$ cat src/hdl/wcep_pkg.sv
// ----------------------------------------------------------------------------
// wcep_pkg
// Shared types and constants of the weighted count equal partition unit.
// ----------------------------------------------------------------------------
package wcep_pkg;

    localparam int COUNT_W            = 14;
    localparam int NUM_VALUES         = 6;
    localparam int VIDX_W             = 3;
    localparam int TOTAL_W            = 19;
    localparam int CHUNK_W            = 17;
    localparam int WORD_W             = 64;
    localparam int WORD_SHIFT         = 6;
    localparam int SHIFT_W            = 7;
    localparam int HALF_LIMIT_DEFAULT = 16383;

    localparam logic [VIDX_W-1:0] LAST_VALUE = VIDX_W'(NUM_VALUES - 1);

    typedef enum logic [3:0] {
        ST_IDLE,
        ST_TOTAL,
        ST_CHECK,
        ST_CLEAR,
        ST_VALUE,
        ST_CHUNK,
        ST_TEST,
        ST_PREFETCH,
        ST_SWEEP,
        ST_DRAIN,
        ST_FINAL_RD,
        ST_FINAL_DATA,
        ST_OUT
    } wcep_state_t;

    typedef struct packed {
        logic load_item;
        logic acc_step;
        logic check;
        logic clear_step;
        logic load_value;
        logic next_value;
        logic chunk_step;
        logic sweep_init;
        logic prefetch;
        logic sweep_step;
        logic final_read;
        logic final_capture;
        logic publish;
    } wcep_cmd_t;

    typedef struct packed {
        logic last_value;
        logic early_done;
        logic j_at_zero;
        logic left_zero;
        logic chunk_skip;
        logic j_at_q;
        logic out_free;
    } wcep_status_t;

endpackage

$ cat src/hdl/wcep_ctrl.sv
// ----------------------------------------------------------------------------
// wcep_ctrl
// Sequencer: total, checks, bitmap clear, chunk passes, final lookup, output.
// ----------------------------------------------------------------------------
module wcep_ctrl (
    input  logic                  clk,
    input  logic                  rst_n,
    input  logic                  in_valid,
    output logic                  in_ready,
    input  wcep_pkg::wcep_status_t st,
    output wcep_pkg::wcep_cmd_t    cmd
);

    import wcep_pkg::*;

    wcep_state_t state_reg;
    wcep_state_t state_next;

    always_ff @(posedge clk or negedge rst_n)
    begin
        if (!rst_n)
        begin
            state_reg <= ST_IDLE;
        end
        else
        begin
            state_reg <= state_next;
        end
    end

    always_comb
    begin
        state_next = state_reg;
        case (state_reg)
            ST_IDLE:
            begin
                if (in_valid)
                begin
                    state_next = ST_TOTAL;
                end
            end
            ST_TOTAL:
            begin
                if (st.last_value)
                begin
                    state_next = ST_CHECK;
                end
            end
            ST_CHECK:
            begin
                state_next = st.early_done ? ST_OUT : ST_CLEAR;
            end
            ST_CLEAR:
            begin
                if (st.j_at_zero)
                begin
                    state_next = ST_VALUE;
                end
            end
            ST_VALUE:
            begin
                state_next = ST_CHUNK;
            end
            ST_CHUNK:
            begin
                if (!st.left_zero)
                begin
                    state_next = ST_TEST;
                end
                else if (st.last_value)
                begin
                    state_next = ST_FINAL_RD;
                end
                else
                begin
                    state_next = ST_VALUE;
                end
            end
            ST_TEST:
            begin
                state_next = st.chunk_skip ? ST_CHUNK : ST_PREFETCH;
            end
            ST_PREFETCH:
            begin
                state_next = ST_SWEEP;
            end
            ST_SWEEP:
            begin
                if (st.j_at_q)
                begin
                    state_next = ST_DRAIN;
                end
            end
            ST_DRAIN:
            begin
                state_next = ST_CHUNK;
            end
            ST_FINAL_RD:
            begin
                state_next = ST_FINAL_DATA;
            end
            ST_FINAL_DATA:
            begin
                state_next = ST_OUT;
            end
            ST_OUT:
            begin
                if (st.out_free)
                begin
                    state_next = ST_IDLE;
                end
            end
            default:
            begin
                state_next = ST_IDLE;
            end
        endcase
    end

    always_comb
    begin
        cmd      = '0;
        in_ready = 1'b0;
        case (state_reg)
            ST_IDLE:
            begin
                in_ready      = 1'b1;
                cmd.load_item = in_valid;
            end
            ST_TOTAL:
            begin
                cmd.acc_step = 1'b1;
            end
            ST_CHECK:
            begin
                cmd.check = 1'b1;
            end
            ST_CLEAR:
            begin
                cmd.clear_step = 1'b1;
            end
            ST_VALUE:
            begin
                cmd.load_value = 1'b1;
            end
            ST_CHUNK:
            begin
                cmd.chunk_step = !st.left_zero;
                cmd.next_value = st.left_zero && !st.last_value;
            end
            ST_TEST:
            begin
                cmd.sweep_init = !st.chunk_skip;
            end
            ST_PREFETCH:
            begin
                cmd.prefetch = 1'b1;
            end
            ST_SWEEP:
            begin
                cmd.sweep_step = 1'b1;
            end
            ST_DRAIN:
            begin
                cmd = '0;
            end
            ST_FINAL_RD:
            begin
                cmd.final_read = 1'b1;
            end
            ST_FINAL_DATA:
            begin
                cmd.final_capture = 1'b1;
            end
            ST_OUT:
            begin
                cmd.publish = st.out_free;
            end
            default:
            begin
                cmd = '0;
            end
        endcase
    end

endmodule

$ cat config.mk
export PLATFORM = sky130hd
export DESIGN_NAME = wcep_ctrl
export DESIGN_NICKNAME = d
export VERILOG_FILES = /design/src/hdl/wcep_pkg.sv /design/src/hdl/wcep_ctrl.sv
export SDC_FILE = /design/constraint.sdc
export NUM_CORES = 1
export LEC_CHECK = 0
export ABC_CLOCK_PERIOD_IN_PS = 1200
export BUFFER_PORTS_ARGS = -buffer_cell sky130_fd_sc_hd__buf_2
export CORE_AREA = 2 2 39 41
export CTS_BUF_LIST = sky130_fd_sc_hd__clkbuf_8
export CTS_CLUSTER_DIAMETER = 100
export DETAILED_ROUTE_END_ITERATION = 8
export DIE_AREA = 0 0 41 43
export PLACE_DENSITY = 0.69
export SLEW_MARGIN = 20
export SYNTH_ARGS = -nofsm -noshare
export SYNTH_HDL_FRONTEND = slang
export SYNTH_SLANG_ARGS = --single-unit
$ cat constraint.sdc
create_clock -name clk -period 1.2 [get_ports clk]
set_input_delay 0.12 -clock clk [delete_from_list [all_inputs] [get_ports clk]]
set_output_delay 0.12 -clock clk [all_outputs]
set_load 0.005 [all_outputs]
==> key figures <==
Worst hold path
  – Hold crit path type: primary input to register
  – Worst Hold End: state_reg[2]$_DFFE_PN0P_
  – HP Start: st[0]
  – Min-Delay Path Depth: 2

Die
  – Starting Density: 0.3590
  – I/O pin count: 24
  – Die W: 41 um
  – Core ar.: roughly 1400 um^2
  – Row count: 14
  – Die Span Y: around 43 um
  – Die Area: ~1800 um^2

Setup path
  – CP arrival: ~1.3 ns
  – Critical path class: register to primary output
  – R2R setup slack: -0.19 ns
  – FF-to-FF Start: state_reg[1]$_DFFE_PN0P_
  – Worst-path cell chain: buf_4, nor2_4, nand2_4, inv_2, and2_4, buf_6
  – R2R depth: 6
  – Slowest-stage cell, CP: dfrtp_1
  – Worst EP required: roughly 1.1 ns
  – FF-to-FF End: state_reg[1]$_DFFE_PN0P_
  – CP delay by family, top: flip-flops
  – Crit-path max cell delay: around 0.4 ns
  – Kind of end point of the critical path: primary output
  – CP Launch Type: register
  – Buf+Inv Stages, Crit Path: 3
  – Peak fanout along the critical path: 4

STA
  – Post-Route Skew: about 0.003 ns
  – RSZ-0062 raised after global routing: yes
  – Post-route setup slack: -0.2063 ns
  – Slew headroom: 0.8362
  – Share of the clock period used by the worst path: 1.172
  – Final Critical Period: around 1.4 ns
  – Final Hold Viols: 0
  – Setup Viol. Count Final: 18
  – Actual slew at the worst max-slew pin: 0.2438 ns
  – Max Fclk: around 0.71 GHz
  – Final Max Tran Viols: 0

Drt
  – Avg WL per Cell: about 14 um
  – Vias: approximately 620
  – # DRC: 0
  – Final wirelength: around 1600 um
  – Routed Antenna Nets: 0
  – Vias per inst: roughly 5.4
  – DRT iter0 DRCs: 22
  – Pre-Repair DR Iteration Count: 4

Cells and area
  – # diodes: 0
  – Nets: ~110
  – Area of the multi-input gates: roughly 400 um^2
  – # fillers: roughly 110
  – Max reg flops: 4
  – Area Growth Syn to Fin: 72.04%
  – Final Util: 0.6175
  – Share of layout cells above drive strength 1: 0.7071
  – Sequential standard cell area: between 100 and 150 um^2

Logic synthesis
  – Synth Area per Inst: between 8 and 9 um^2
  – Post-Synthesis Cells: slightly below 60
  – Syn. warnings: 0
  – Net Count, Synth: 69
  – Cell Area, Synth: about 500 um^2
  – Post-synth cell types: 31
  – Post-synthesis sequential area ratio: 0.2015
  – Post-synth top area share: 0.2015
  – Synth area leaders: dfrtp_1 20%, buf_6 6.8%, nor3_1 6.0%
  – FF+latch count, synth: 4
  – Post-synth top area cell: dfrtp_1

GRT
  – First-pass GRT wire length: 2470 um
  – Pin count of the biggest net entering global routing: 8
  – GRT overflow: 0
  – Total global-route track usage: 0.2090
  – Vias in the first global route: just over 600
  – Initial antenna violation count: 0

Power and ir drop
  – Worst vdd ir: 1040 uV
  – Pleak: 0.4123 nW
  – Power density cells: 2429 nW/um^2

CTS
  – Clk sinks: 4
  – Reg clk slew, reported paths: ~0.03 ns
  – Clk buf depth: 2
  – CTS tree: yes
  – Clock Tree Root: clkbuf_8
  – TritonCTS buffer count: 3
  – Skew-Pair Late Insertion Delay: roughly 0.22 ns
  – H-tree level count: 1

Run status
  – Outcome: finished, violations left
  – Violated checks: setup timing

Placement
  – Port Buffers: 23
  – Dpl hpwl: roughly 1100 um
  – Placer's final routability congestion estimate: approximately 0.8
  – Pre-CTS WS: -0.1213 ns

Job
  – Max_cap viols: 0
## metrics by stage
stage	hold slack, ns	total power, mW	setup TNS [ns]	area (um^2)	instances
final	0.1310	2.075	-2.007	854.6	115
after global routing	0.1325	2.211	-3.125	854.6	115
after CTS	0.1314	1.951	-1.288	823.3	114
after detailed placement	-0.06777	1.362	-0.3952	658.1	103
after global placement	-0.06982	1.330	-0.2493	658.1	103
after floorplan	-0.1756	1.040	0	496.7	59
## worst reg2reg max path, stage by stage, from the launching register on
cell	delay, ns
dfrtp_1	0.39
buf_4	0.15
nor2_4	0.15
nand2_4	0.07
buf_4	0.14
o2111ai_4	0.24
o22ai_2	0.11
## cells in the final DEF, fill, tap and decap left out, types with 2 or more instances in the layout
cell type,instances
nand3_2,3
nor3_1,3
nand2b_4,2
clkbuf_8,3
nor2_4,2
o21ai_1,2
inv_2,3
o22ai_2,3
buf_6,5
nor2b_1,3
inv_1,3
mux2i_1,2
nand2_1,2
dfrtp_2,3
buf_2,22
buf_4,13
nor2_1,4
nor3_2,3
## logic make-up after synthesis
logic type / Yosys count / share of synthesized area
AOI/OAI and AO/OA: 14 / 0.2645
and+or+nand+nor: 29 / 0.3653
buffers and inverters: 10 / 0.1285
DFF: 4 / 0.2015
muxes: 2 / 0.04030
## Yosys cell counts (all sizes together)
master and count:
o21a 1, a31oi 1, a22oi 1, o21ai 2, inv 6, a211oi 1, o2bb2ai 1, nor2 6
buf 4, nand2b 3, and2 1, a21oi 1, nand2 4, mux2i 2, nor2b 3, nor3b 1
nor3 7, dfrtp 4, o221ai 1, nand3 4, o2111ai 1, o211ai 1, o22ai 3
## report_power, final
group | switching, mW | internal [mW]
Combinational | 0.709 | 0.765
Clock | 0.0765 | 0.214
Sequential | 0.113 | 0.198
## layout make-up
cell class / instances / share of cell area
inverters: 6 / 0.02635
repair buffers: 41 / 0.3206
well taps: 16 / 0.02343
flip-flops and latches: 4 / 0.1215
multi-input cells: 45 / 0.4597
clock buffers: 3 / 0.04832
## how the worst max path moves through the flow
stage	endpoint	startpoint	cells past startpoint	slack [ns]
after floorplan	state_reg[1]$_DFFE_PN0P_	state_reg[0]$_DFFE_PN0P_	5	0.01
after global placement	state_reg[1]$_DFFE_PN0P_	state_reg[1]$_DFFE_PN0P_	5	-0.07
after detailed placement	state_reg[1]$_DFFE_PN0P_	state_reg[1]$_DFFE_PN0P_	5	-0.12
after CTS	cmd[12]	state_reg[1]$_DFFE_PN0P_	6	-0.16
after global routing	cmd[12]	state_reg[1]$_DFFE_PN0P_	6	-0.26
final	cmd[12]	state_reg[1]$_DFFE_PN0P_	6	-0.21
## metal layers
layer | wire length (um) | vias up | track usage
met5 | 0 | - | 0
met2 | 910 | 30 | 0.3500
met1 | 565 | 290 | 0.2129
met4 | 52 | 0 | 0.1400
li1 | - | 293 | -
met3 | 116 | 6 | 0.04712
## repair_timing
item,CTS,global route
hold buffers,1,0
pin swaps,9,3
buffers inserted,7,1
gates resized for setup,18,5
setup endpoints to repair,18,18
endpoints found under the hold margin,4,0
Note: power is estimated with default switching activity, not from simulation.
