--- config.mk ---
export PLATFORM = sky130hd
export DESIGN_NAME = wcep_dp
export DESIGN_NICKNAME = d
export VERILOG_FILES = /design/src/hdl/wcep_pkg.sv /design/src/hdl/wcep_dp.sv
export SDC_FILE = /design/constraint.sdc
export NUM_CORES = 1
export LEC_CHECK = 0
export BUFFER_PORTS_ARGS = -buffer_cell sky130_fd_sc_hd__buf_4
export CORE_MARGIN = 5
export CORE_UTILIZATION = 45
export CTS_CLUSTER_SIZE = 40
export DETAILED_ROUTE_END_ITERATION = 6
export GPL_TIMING_DRIVEN = 0
export HOLD_SLACK_MARGIN = 0.08
export PLACE_DENSITY = 0.68
export SETUP_SLACK_MARGIN = 0.5
export SLEW_MARGIN = 20
export SYNTH_ARGS = -nofsm -noshare
export SYNTH_HDL_FRONTEND = slang
export SYNTH_SLANG_ARGS = --single-unit
--- constraint.sdc ---
create_clock -name clk -period 6.8 [get_ports clk]
set_clock_uncertainty 0.2 [all_clocks]
set_input_delay 1.36 -clock clk [delete_from_list [all_inputs] [get_ports clk]]
set_output_delay 1.36 -clock clk [all_outputs]
set_load 0.1 [all_outputs]
--- src/hdl/wcep_pkg.sv ---
// ----------------------------------------------------------------------------
// wcep_pkg
// Shared types and constants of the weighted count equal partition unit.
// ----------------------------------------------------------------------------
package wcep_pkg;

    localparam int COUNT_W            = 14;
    localparam int NUM_VALUES         = 6;
    localparam int VIDX_W             = 3;
    localparam int TOTAL_W            = 19;
    localparam int CHUNK_W            = 17;
    localparam int WORD_W             = 64;
    localparam int WORD_SHIFT         = 6;
    localparam int SHIFT_W            = 7;
    localparam int HALF_LIMIT_DEFAULT = 16383;

    localparam logic [VIDX_W-1:0] LAST_VALUE = VIDX_W'(NUM_VALUES - 1);

    typedef enum logic [3:0] {
        ST_IDLE,
        ST_TOTAL,
        ST_CHECK,
        ST_CLEAR,
        ST_VALUE,
        ST_CHUNK,
        ST_TEST,
        ST_PREFETCH,
        ST_SWEEP,
        ST_DRAIN,
        ST_FINAL_RD,
        ST_FINAL_DATA,
        ST_OUT
    } wcep_state_t;

    typedef struct packed {
        logic load_item;
        logic acc_step;
        logic check;
        logic clear_step;
        logic load_value;
        logic next_value;
        logic chunk_step;
        logic sweep_init;
        logic prefetch;
        logic sweep_step;
        logic final_read;
        logic final_capture;
        logic publish;
    } wcep_cmd_t;

    typedef struct packed {
        logic last_value;
        logic early_done;
        logic j_at_zero;
        logic left_zero;
        logic chunk_skip;
        logic j_at_q;
        logic out_free;
    } wcep_status_t;

endpackage

--- src/hdl/wcep_dp.sv ---
// ----------------------------------------------------------------------------
// wcep_dp
// Datapath: counts, weighted total, chunk split, bitmap word update, output.
// ----------------------------------------------------------------------------
module wcep_dp #(
    parameter int HALF_LIMIT = wcep_pkg::HALF_LIMIT_DEFAULT,
    parameter int MAP_WORDS  = (HALF_LIMIT / 64) + 1,
    parameter int ADDR_W     = (MAP_WORDS > 1) ? $clog2(MAP_WORDS) : 1
) (
    input  logic                                                 clk,
    input  logic                                                 rst_n,
    input  logic [wcep_pkg::NUM_VALUES-1:0][wcep_pkg::COUNT_W-1:0] counts,
    input  wcep_pkg::wcep_cmd_t                                  cmd,
    output wcep_pkg::wcep_status_t                               st,
    output logic                                                 ram_we,
    output logic [ADDR_W-1:0]                                    ram_waddr,
    output logic [wcep_pkg::WORD_W-1:0]                          ram_wdata,
    output logic [ADDR_W-1:0]                                    ram_raddr_a,
    input  logic [wcep_pkg::WORD_W-1:0]                          ram_rdata_a,
    output logic [ADDR_W-1:0]                                    ram_raddr_b,
    input  logic [wcep_pkg::WORD_W-1:0]                          ram_rdata_b,
    input  logic                                                 out_ready,
    output logic                                                 out_valid,
    output logic                                                 divisible,
    output logic                                                 too_large,
    output logic                                                 all_zero
);

    import wcep_pkg::*;

    localparam int HALF_W = $clog2(HALF_LIMIT + 1);

    logic [COUNT_W-1:0] cnt_reg [NUM_VALUES];
    logic [VIDX_W-1:0]  vidx_reg;
    logic [TOTAL_W-1:0] acc_reg;
    logic [HALF_W-1:0]  half_reg;
    logic [COUNT_W-1:0] left_reg;
    logic [COUNT_W-1:0] k_reg;
    logic [CHUNK_W-1:0] w_reg;
    logic [ADDR_W-1:0]  q_reg;
    logic [WORD_SHIFT-1:0] r_reg;
    logic [ADDR_W-1:0]  j_reg;
    logic [WORD_W-1:0]  hi_reg;
    logic [ADDR_W-1:0]  wr_addr_reg;
    logic               lo_ok_reg;
    logic               pf_pipe_reg;
    logic               sw_pipe_reg;
    logic               hit_reg;
    logic               flag_zero_reg;
    logic               flag_large_reg;
    logic               out_valid_reg;
    logic               divisible_reg;
    logic               too_large_reg;
    logic               all_zero_reg;

    logic [COUNT_W-1:0] cnt_sel;
    logic [VIDX_W-1:0]  val;
    logic [TOTAL_W-1:0] acc_next;
    logic               any_count;
    logic               total_odd;
    logic               half_large;
    logic [ADDR_W-1:0]  top;
    logic [COUNT_W-1:0] take;
    logic [CHUNK_W-1:0] w_next;
    logic [WORD_W-1:0]  lo_word;
    logic [WORD_W-1:0]  shifted;
    logic [WORD_W-1:0]  new_word;

    assign cnt_sel    = cnt_reg[vidx_reg];
    assign val        = vidx_reg + VIDX_W'(1);
    assign acc_next   = acc_reg + TOTAL_W'(cnt_sel) * TOTAL_W'(val);
    assign any_count  = (acc_reg != '0);
    assign total_odd  = acc_reg[0];
    assign half_large = (acc_reg >> 1) > TOTAL_W'(HALF_LIMIT);
    assign top        = ADDR_W'(half_reg >> WORD_SHIFT);
    assign take       = (k_reg < left_reg) ? k_reg : left_reg;
    assign w_next     = CHUNK_W'(take) * CHUNK_W'(val);

    assign lo_word  = lo_ok_reg ? ram_rdata_b : '0;
    assign shifted  = (hi_reg << r_reg)
                    | (lo_word >> (SHIFT_W'(WORD_W) - SHIFT_W'(r_reg)));
    assign new_word = ram_rdata_a | shifted;

    assign st.last_value = (vidx_reg == LAST_VALUE);
    assign st.early_done = !any_count || total_odd || half_large;
    assign st.j_at_zero  = (j_reg == '0);
    assign st.left_zero  = (left_reg == '0);
    assign st.chunk_skip = (w_reg > CHUNK_W'(half_reg));
    assign st.j_at_q     = (j_reg == q_reg);
    assign st.out_free   = !out_valid_reg || out_ready;

    always_comb
    begin
        ram_we    = cmd.clear_step || sw_pipe_reg;
        ram_waddr = cmd.clear_step ? j_reg : wr_addr_reg;
        if (cmd.clear_step)
        begin
            ram_wdata = (j_reg == '0) ? WORD_W'(1) : '0;
        end
        else
        begin
            ram_wdata = new_word;
        end
        ram_raddr_a = cmd.final_read ? top : j_reg;
        ram_raddr_b = cmd.prefetch ? (top - q_reg) : (j_reg - q_reg - ADDR_W'(1));
    end

    // item registers and chunk bookkeeping
    always_ff @(posedge clk)
    begin
        if (cmd.load_item)
        begin
            for (int i = 0; i < NUM_VALUES; i++)
            begin
                cnt_reg[i] <= counts[i];
            end
            acc_reg  <= '0;
            vidx_reg <= '0;
        end
        if (cmd.acc_step)
        begin
            acc_reg <= acc_next;
            if (!st.last_value)
            begin
                vidx_reg <= vidx_reg + VIDX_W'(1);
            end
        end
        if (cmd.check)
        begin
            half_reg       <= HALF_W'(acc_reg >> 1);
            j_reg          <= ADDR_W'(acc_reg >> (WORD_SHIFT + 1));
            vidx_reg       <= '0;
            hit_reg        <= 1'b0;
            flag_zero_reg  <= !any_count;
            flag_large_reg <= any_count && !total_odd && half_large;
        end
        if (cmd.clear_step)
        begin
            j_reg <= j_reg - ADDR_W'(1);
        end
        if (cmd.load_value)
        begin
            left_reg <= cnt_sel;
            k_reg    <= COUNT_W'(1);
        end
        if (cmd.next_value)
        begin
            vidx_reg <= vidx_reg + VIDX_W'(1);
        end
        if (cmd.chunk_step)
        begin
            w_reg    <= w_next;
            left_reg <= left_reg - take;
            k_reg    <= k_reg << 1;
        end
        if (cmd.sweep_init)
        begin
            j_reg <= top;
            q_reg <= ADDR_W'(w_reg >> WORD_SHIFT);
            r_reg <= w_reg[WORD_SHIFT-1:0];
        end
        if (cmd.sweep_step)
        begin
            j_reg       <= j_reg - ADDR_W'(1);
            wr_addr_reg <= j_reg;
            lo_ok_reg   <= (j_reg != q_reg);
        end
        if (pf_pipe_reg)
        begin
            hi_reg <= ram_rdata_b;
        end
        else if (sw_pipe_reg)
        begin
            hi_reg <= lo_word;
        end
        if (cmd.final_capture)
        begin
            hit_reg <= ram_rdata_a[half_reg[WORD_SHIFT-1:0]];
        end
        if (cmd.publish)
        begin
            divisible_reg <= hit_reg;
            too_large_reg <= flag_large_reg;
            all_zero_reg  <= flag_zero_reg;
        end
    end

    always_ff @(posedge clk or negedge rst_n)
    begin
        if (!rst_n)
        begin
            pf_pipe_reg   <= 1'b0;
            sw_pipe_reg   <= 1'b0;
            out_valid_reg <= 1'b0;
        end
        else
        begin
            pf_pipe_reg <= cmd.prefetch;
            sw_pipe_reg <= cmd.sweep_step;
            if (cmd.publish)
            begin
                out_valid_reg <= 1'b1;
            end
            else if (out_ready)
            begin
                out_valid_reg <= 1'b0;
            end
        end
    end

    assign out_valid = out_valid_reg;
    assign divisible = divisible_reg;
    assign too_large = too_large_reg;
    assign all_zero  = all_zero_reg;

endmodule

==> reports/qor.yml, run 1 <==
critical_path:
  worstPathRequired_ps: 5240
  start_kind: "flop"
  worstSetupPathType: "flop to primary output"
  critPathCaptureType: "primary output"
  crit_family: "buffers and inverters"
  cp_slowest_cell: "a222oi_1"
  worst-path-max-fanout: 10
  cpMostUsedCell: "buf_6"
  path_buf_inv: 9
  arrival_ps: 4710
  crit_path_cell_trace: "buf_6 > buf_6 > buf_6 > buf_6 > inv_1 > ha_1 > buf_2 > inv_4 > buf_4 > mux2i_1 > nor2_1 > a21oi_1 > mux2i_4 > a222oi_1 > a21oi_1 > buf_6"
  max_stage_delay_ps: 510
pwr:
  vdd_ir_drop_max_mv: 0.429
  finalPower_mw: 15.1
  power.density_nw_per_um2: 496
  p_leak_nw: 12.7
global_route:
  grt_pass1_vias: 24200
  grt_overflow: 0
  track_usage: 0.385
  antenna_found_initial: 5
  grt_pass1_wl_mm: 172
  grt_max_degree: 87
floorplan:
  io_pins: 328
  die_w_um: 247
  core_um2: 55400
  fp.dieArea_um2: 61000
  rows: 86
  start_util: 0.456
  fp.dieH_um: 247
timing:
  period_minus_slack_ps: 6270
  setup-tns-final_ps: 0
  period_share: 0.922
  hold_violations: 0
  fmax_ghz: 0.160
  rsz0062_at_grt: "false"
  maxSlewViolCount: 0
  relSlewSlack: 0.139
  setup_violations: 0
  worst_pin_slew_ps: 1280
route:
  drcViolationCount: 0
  post_drt_wl_per_cell_um: 31.9
  routed_wl_mm: 121
  vias_per_cell: 6.54
  dr.pass1.iters: 7
  drtIter0Drc: 3056
  ant_nets: 0
  vias: 24800
placement:
  portBuffers: 325
  dpl.hpwl_mm: 99.1
  place_congestion: 1.12
  dp_cells: 3719
  placed_cell_area_um2: 28700
logic_synthesis:
  async_flop_share: 0.0112
  synth_warnings: 0
  synth-edff-count: 262
  syn_area_per_cell_um2: 9.56
  netlist_area_um2: 25300
  synth.distinct_cells: 92
  ys_seq_area_frac: 0.317
  ys.flop_type: "edfxtp_1"
  ys_ff_latch: 269
  syn_nets: 3011
  syn_inst: 2645
run:
  cap_violations: 0
clocking:
  cts_buffers: 30
  clock_sinks: 269
  h-tree-depth: 1
  cts_hold_buf: 0
  cts_tree: "yes"
  clk_latency_ps: 580
  cts_root_buf: "clkbuf_16"
  cts_max_path_buffers: 3
  clk_pin_slew_ps: 60
worst_hold_path:
  hp-class: "flop to flop"
layout:
  drive_gt1_frac: 0.265
  synthToLayoutAreaGrowth_pct: 20.5
  fin_util: 0.550
  final_cell_area_um2: 30500
  antenna_cells: 0
  final_cells: 3789
  largest_reg_flops: 84
  finalNetCount: 3385
run_status:
  status: "finished clean"
[cell usage after synthesis (all sizes together) (8+ instances only)]
cell	n	area (µm²)
a2111oi	10	88.8
a211oi	32	240
a21boi	8	60.1
a21o	20	150
a21oi	178	891
a221oi	20	175
a22oi	17	128
a31oi	33	206
and2	33	206
and3	13	81.3
buf	103	653
clkbuf	79	297
edfxtp	262	7870
fa	43	861
ha	95	1190
inv	165	624
mux2	88	1010
mux2i	177	1770
mux4	114	2570
nand2	315	1180
nand2b	16	100
nand3	54	270
nor2	223	860
nor2b	79	494
nor3	29	150
nor4	8	50.1
o211ai	35	263
o21a	16	120
o21ai	153	766
o22ai	17	106
or2	44	275
or3	11	68.8
xnor2	46	444
xor2	13	133
[final cells by class]
class | instances | area, µm²
Buffer | 182 | 1020
Clock buffer | 32 | 758
Clock inverter | 22 | 235
Fill cell | 4946 | 24900
Inverter | 167 | 634
Multi-Input combinational cell | 2027 | 16200
Sequential cell | 269 | 8020
Tap cell | 748 | 936
Timing Repair Buffer | 342 | 2700
[layout by cell type (no fill, tap or decap), types with 13 or more instances in the layout]
cell type and count:
o21ai_0 113, nor2b_1 79, a22oi_1 17, fa_1 43, nor2_1 215, inv_1 162, buf_6 43, and3_1 13
mux2_1 15, buf_2 42, clkbuf_16 30, or2_2 43, clkbuf_1 76, nand2_1 313, a31oi_1 23, nand2b_1 16
buf_4 336, o21a_1 14, xnor2_1 41, o21ai_1 32, mux2_2 69, a21oi_1 168, a221oi_1 19, edfxtp_1 262
nor3_1 27, mux4_2 113, mux2i_1 162, a211oi_1 30, and2_1 33, o211ai_1 35, nand3_1 54, a21o_1 20
ha_1 95
[through the flow]
step / worst slack [ps] / hold slack [ps]
floorplan: 683 / 200
global placement: 33.2 / 201
detailed placement: 32.4 / 222
CTS: 497 / 245
global route: 496 / 256
finish: 531 / 242
[metal layers]
layer,routed length (µm),up-vias,track usage
li1,-,10500,-
met1,47400,12100,0.521
met2,50000,1885,0.562
met3,15900,377,0.126
met4,7530,6,0.175
met5,115,-,0
[power breakdown]
| part | leakage, nW | switching [mW] | internal [mW] | total [mW] |
|---|---|---|---|---|
| registers | 2.72 | 0.332 | 2.30 | 2.64 |
| logic | 9.44 | 7.24 | 3.57 | 10.8 |
| clock network | 0.488 | 0.711 | 0.960 | 1.67 |
[logic make-up after synthesis]
family | count (synthesis) | share of synthesized area
AOI/OAI and AO/OA | 605 | 0.150
xor gates and xnor gates | 59 | 0.0228
adders and majority gates | 138 | 0.0810
buffers and inverters | 349 | 0.0625
DFF | 269 | 0.317
muxes | 379 | 0.212
and+or+nand+nor | 846 | 0.154
[worst reg2reg max path, stage by stage (launching register included)]
cell,delay (ps)
dfxtp_1,380
clkbuf_1,270
buf_2,350
mux4_2,540
o21ai_0,510
nor2_1,140
fa_1,570
inv_1,50
fa_1,480
inv_1,50
ha_1,310
nor2b_1,170
o21ai_0,230
a21oi_1,130
o21ai_0,290
a21oi_1,230
a211oi_1,480
a21oi_1,170
mux2i_1,150
[worst paths after layout]
path | end | slack, ps | start | cells past startpoint
setup / recovery | ram_wdata[20] | 530 | r_reg[1] | 16
hold / removal | divisible | 240 | hit_reg | 0
setup reg to reg | acc_reg[17] | 860 | vidx_reg[0] | 18
hold reg to reg | divisible | 240 | hit_reg | 0
max in group asynchronous | pf_pipe_reg | 5950 | rst_n | 1
min in group asynchronous | out_valid | 360 | rst_n | 1
[repair_timing]
| item | in CTS | in global routing |
|---|---|---|
| buffers inserted | 13 | 3 |
| gates resized for setup | 114 | 63 |
| endpoints found under the setup margin | 62 | 56 |
| pin swaps | 8 | 9 |
No activity file was read; power rests on OpenSTA's default activity.
==> run 2: changes to the inputs <==
--- a/config.mk
+++ b/config.mk
@@ -5,6 +5,7 @@
 export SDC_FILE = /design/constraint.sdc
 export NUM_CORES = 1
 export LEC_CHECK = 0
+export ABC_AREA = 1
 export BUFFER_PORTS_ARGS = -buffer_cell sky130_fd_sc_hd__buf_4
 export CORE_MARGIN = 5
 export CORE_UTILIZATION = 45
==> run 2 against run 1 <==
Compared with the run above:
- the flow now finishes with violations (DRC)
- power grew 8.3%
- via count grew 21%
- routed wire length grew 6.5%
- sequential share of layout area grew 0.45 points
- sequential cell count is the same
- utilization shrank 1.5 points
- first-iteration DRC count grew 60%
- synthesized cell count grew 44%
- clock power grew 14%
- global-route usage grew 2.1 points
- sequential power is essentially flat
- critical path type unchanged
- largest cell class unchanged
- largest power group unchanged
==> reports/qor.yml, run 2 <==
run_status:
  status: "complete, but fails checks"
  violations: "DRC"
layout:
  layout_commonest_cell: "nand3_1"
  finalNetCount: 4546
  drive_gt1_frac: 0.112
  fin_util: 0.535
  largest_reg_flops: 84
  mostFrequentLayoutCells: "nand3_1 (1026), nand2_1 (974), inv_1 (377), nor2_1 (342), buf_4 (336)"
  synthToLayoutAreaGrowth_pct: 18.5
  final_cell_area_um2: 30000
global_route:
  grt_max_degree: 87
  track_usage: 0.406
  grt_pass1_wl_mm: 181
  antenna_found_initial: 3
  grt_pass1_vias: 27000
  grt_overflow: 0
critical_path:
  worstPathRequired_ps: 5240
  worstSetupPathType: "flop to primary output"
  critPathCaptureType: "primary output"
  crit_path_cell_trace: "buf_2 > inv_1 > buf_4 > buf_4 > buf_2 > ha_2 > xnor2_4 > buf_2 > buf_1 > nand2_1 > nand4_1 > nor2_1 > nor2_1 > nand3_1 > nand2_1 > inv_1 > buf_4"
  cp_slowest_cell: "buf_1"
  start_kind: "flop"
  arrival_ps: 4740
  worst-path-max-fanout: 10
  max_stage_delay_ps: 480
floorplan:
  fp.dieH_um: 247
  rows: 87
  start_util: 0.451
  die_w_um: 247
  core_um2: 56100
  fp.dieArea_um2: 61100
  io_pins: 328
clocking:
  cts_buffers: 30
  cts_root_buf: "clkbuf_16"
  clock_sinks: 269
  cts_max_path_buffers: 3
  cts_tree: "yes"
  clk_latency_ps: 610
  h-tree-depth: 1
  clk_pin_slew_ps: 60
logic_synthesis:
  ys_top_cells_by_count: "nand3_1 (1027), nand2_1 (975), inv_1 (377)"
  ys.flop_type: "edfxtp_1"
  syn_area_per_cell_um2: 6.62
  synth-edff-count: 262
  async_flop_share: 0.0112
  ys_ff_latch: 269
  syn_inst: 3819
  ys_seq_area_frac: 0.317
  post-synth-top-area-cell: "edfxtp_1"
  netlist_area_um2: 25300
  synth_warnings: 0
  syn_nets: 4185
  synth_top_area_frac: 0.311
  synth_area_leaders: "edfxtp_1 (31%), nand3_1 (20%), nand2_1 (14%)"
  synth.distinct_cells: 43
  yosysMostFrequentCell: "nand3_1"
run:
  cap_violations: 0
placement:
  dpl.hpwl_mm: 108
  place_congestion: 1.14
  placed_cell_area_um2: 28700
  portBuffers: 326
route:
  ant_nets: 0
  vias: 30000
  drtIter0Drc: 4890
  post_drt_wl_per_cell_um: 26.0
  drcViolationCount: 2
  routed_wl_mm: 129
  vias_per_cell: 6.04
  dr.pass1.iters: 7
timing:
  period_minus_slack_ps: 6300
  setup-tns-final_ps: 0
  relSlewSlack: 0.308
  fmax_ghz: 0.159
  hold_violations: 0
  period_share: 0.927
  setup_violations: 0
  worst_pin_slew_ps: 1030
  maxSlewViolCount: 0
  rsz0062_at_grt: "true"
pwr:
  vdd_ir_drop_max_mv: 0.521
  power.density_nw_per_um2: 546
  p_leak_nw: 14.7
worst_hold_path:
  hp-class: "flop to flop"
[run 2: repair_timing]
item,4_1_cts,5_1_grt
gates cloned,0,0
setup buffers,0,1
pin swaps,0,1
endpoints found under the setup margin,59,17
hold buffers,0,0
gates resized for setup,7,23
[run 2: kinds of logic after synthesis]
kind of cell | share of synthesized area
AOI/OAI and AO/OA | 0.0760
xor gates and xnor gates | 0.0121
adders and majority gates | 0.0810
buffers and inverters | 0.0941
DFF | 0.317
and+or+nand+nor | 0.420
[run 2: metrics by stage]
stage               hold WS (ps)  cells  setup slack [ps]  total power, mW
floorplan                    200   3819              1220             10.4
global placement             203   4901               516             14.0
detailed placement           205   4903               589             14.0
CTS                          231   4959               501             16.0
global route                 238   4960               439             17.4
finish                       216   4961               496             16.4
[run 2: final cells by class]
| cell class | count | area (µm²) |
|---|---|---|
| fillers | 5634 | 26100 |
| plain buffers | 221 | 945 |
| flip-flops and latches | 269 | 8020 |
| well taps | 756 | 946 |
| inverters | 387 | 1450 |
| repair buffers | 329 | 2510 |
| clock buffers | 33 | 783 |
| diodes | 1 | 2.50 |
| clock inverters | 23 | 358 |
| multi-input cells | 2942 | 15000 |
[run 2: worst max-delay path: cells and delay by family, from the launching register on]
| kind | cells | cell delay, ps |
|---|---|---|
| adder cells (fa/ha/maj) | 1 | 350 |
| buffers and inverters | 9 | 2150 |
| flip-flops | 1 | 350 |
| XOR/XNOR | 1 | 210 |
| AND/OR/NAND/NOR | 6 | 1080 |
[run 2: routing by layer]
| layer | track usage | up-vias | wire, µm |
|---|---|---|---|
| li1 | - | 13600 | - |
| met1 | 0.584 | 13900 | 52100 |
| met2 | 0.576 | 2155 | 51100 |
| met3 | 0.111 | 353 | 18500 |
| met4 | 0.162 | 4 | 7100 |
| met5 | 0 | - | 31 |
[run 2: power by group]
group	switching (mW)	internal (mW)	leakage (nW)	total [mW]
logic	8.59	3.27	11.4	11.9
registers	0.283	2.33	2.72	2.61
clock network	0.726	1.17	0.554	1.90
[run 2: final timing paths]
path	slack, ps	cells past startpoint	endpoint	start
setup / recovery	500	17	ram_wdata[58]	r_reg[0]
hold / removal	220	0	too_large	flag_large_reg
setup reg to reg	1110	18	acc_reg[12]	vidx_reg[1]
hold reg to reg	220	0	too_large	flag_large_reg
max in group asynchronous	5950	1	sw_pipe_reg	rst_n
min in group asynchronous	350	1	out_valid	rst_n
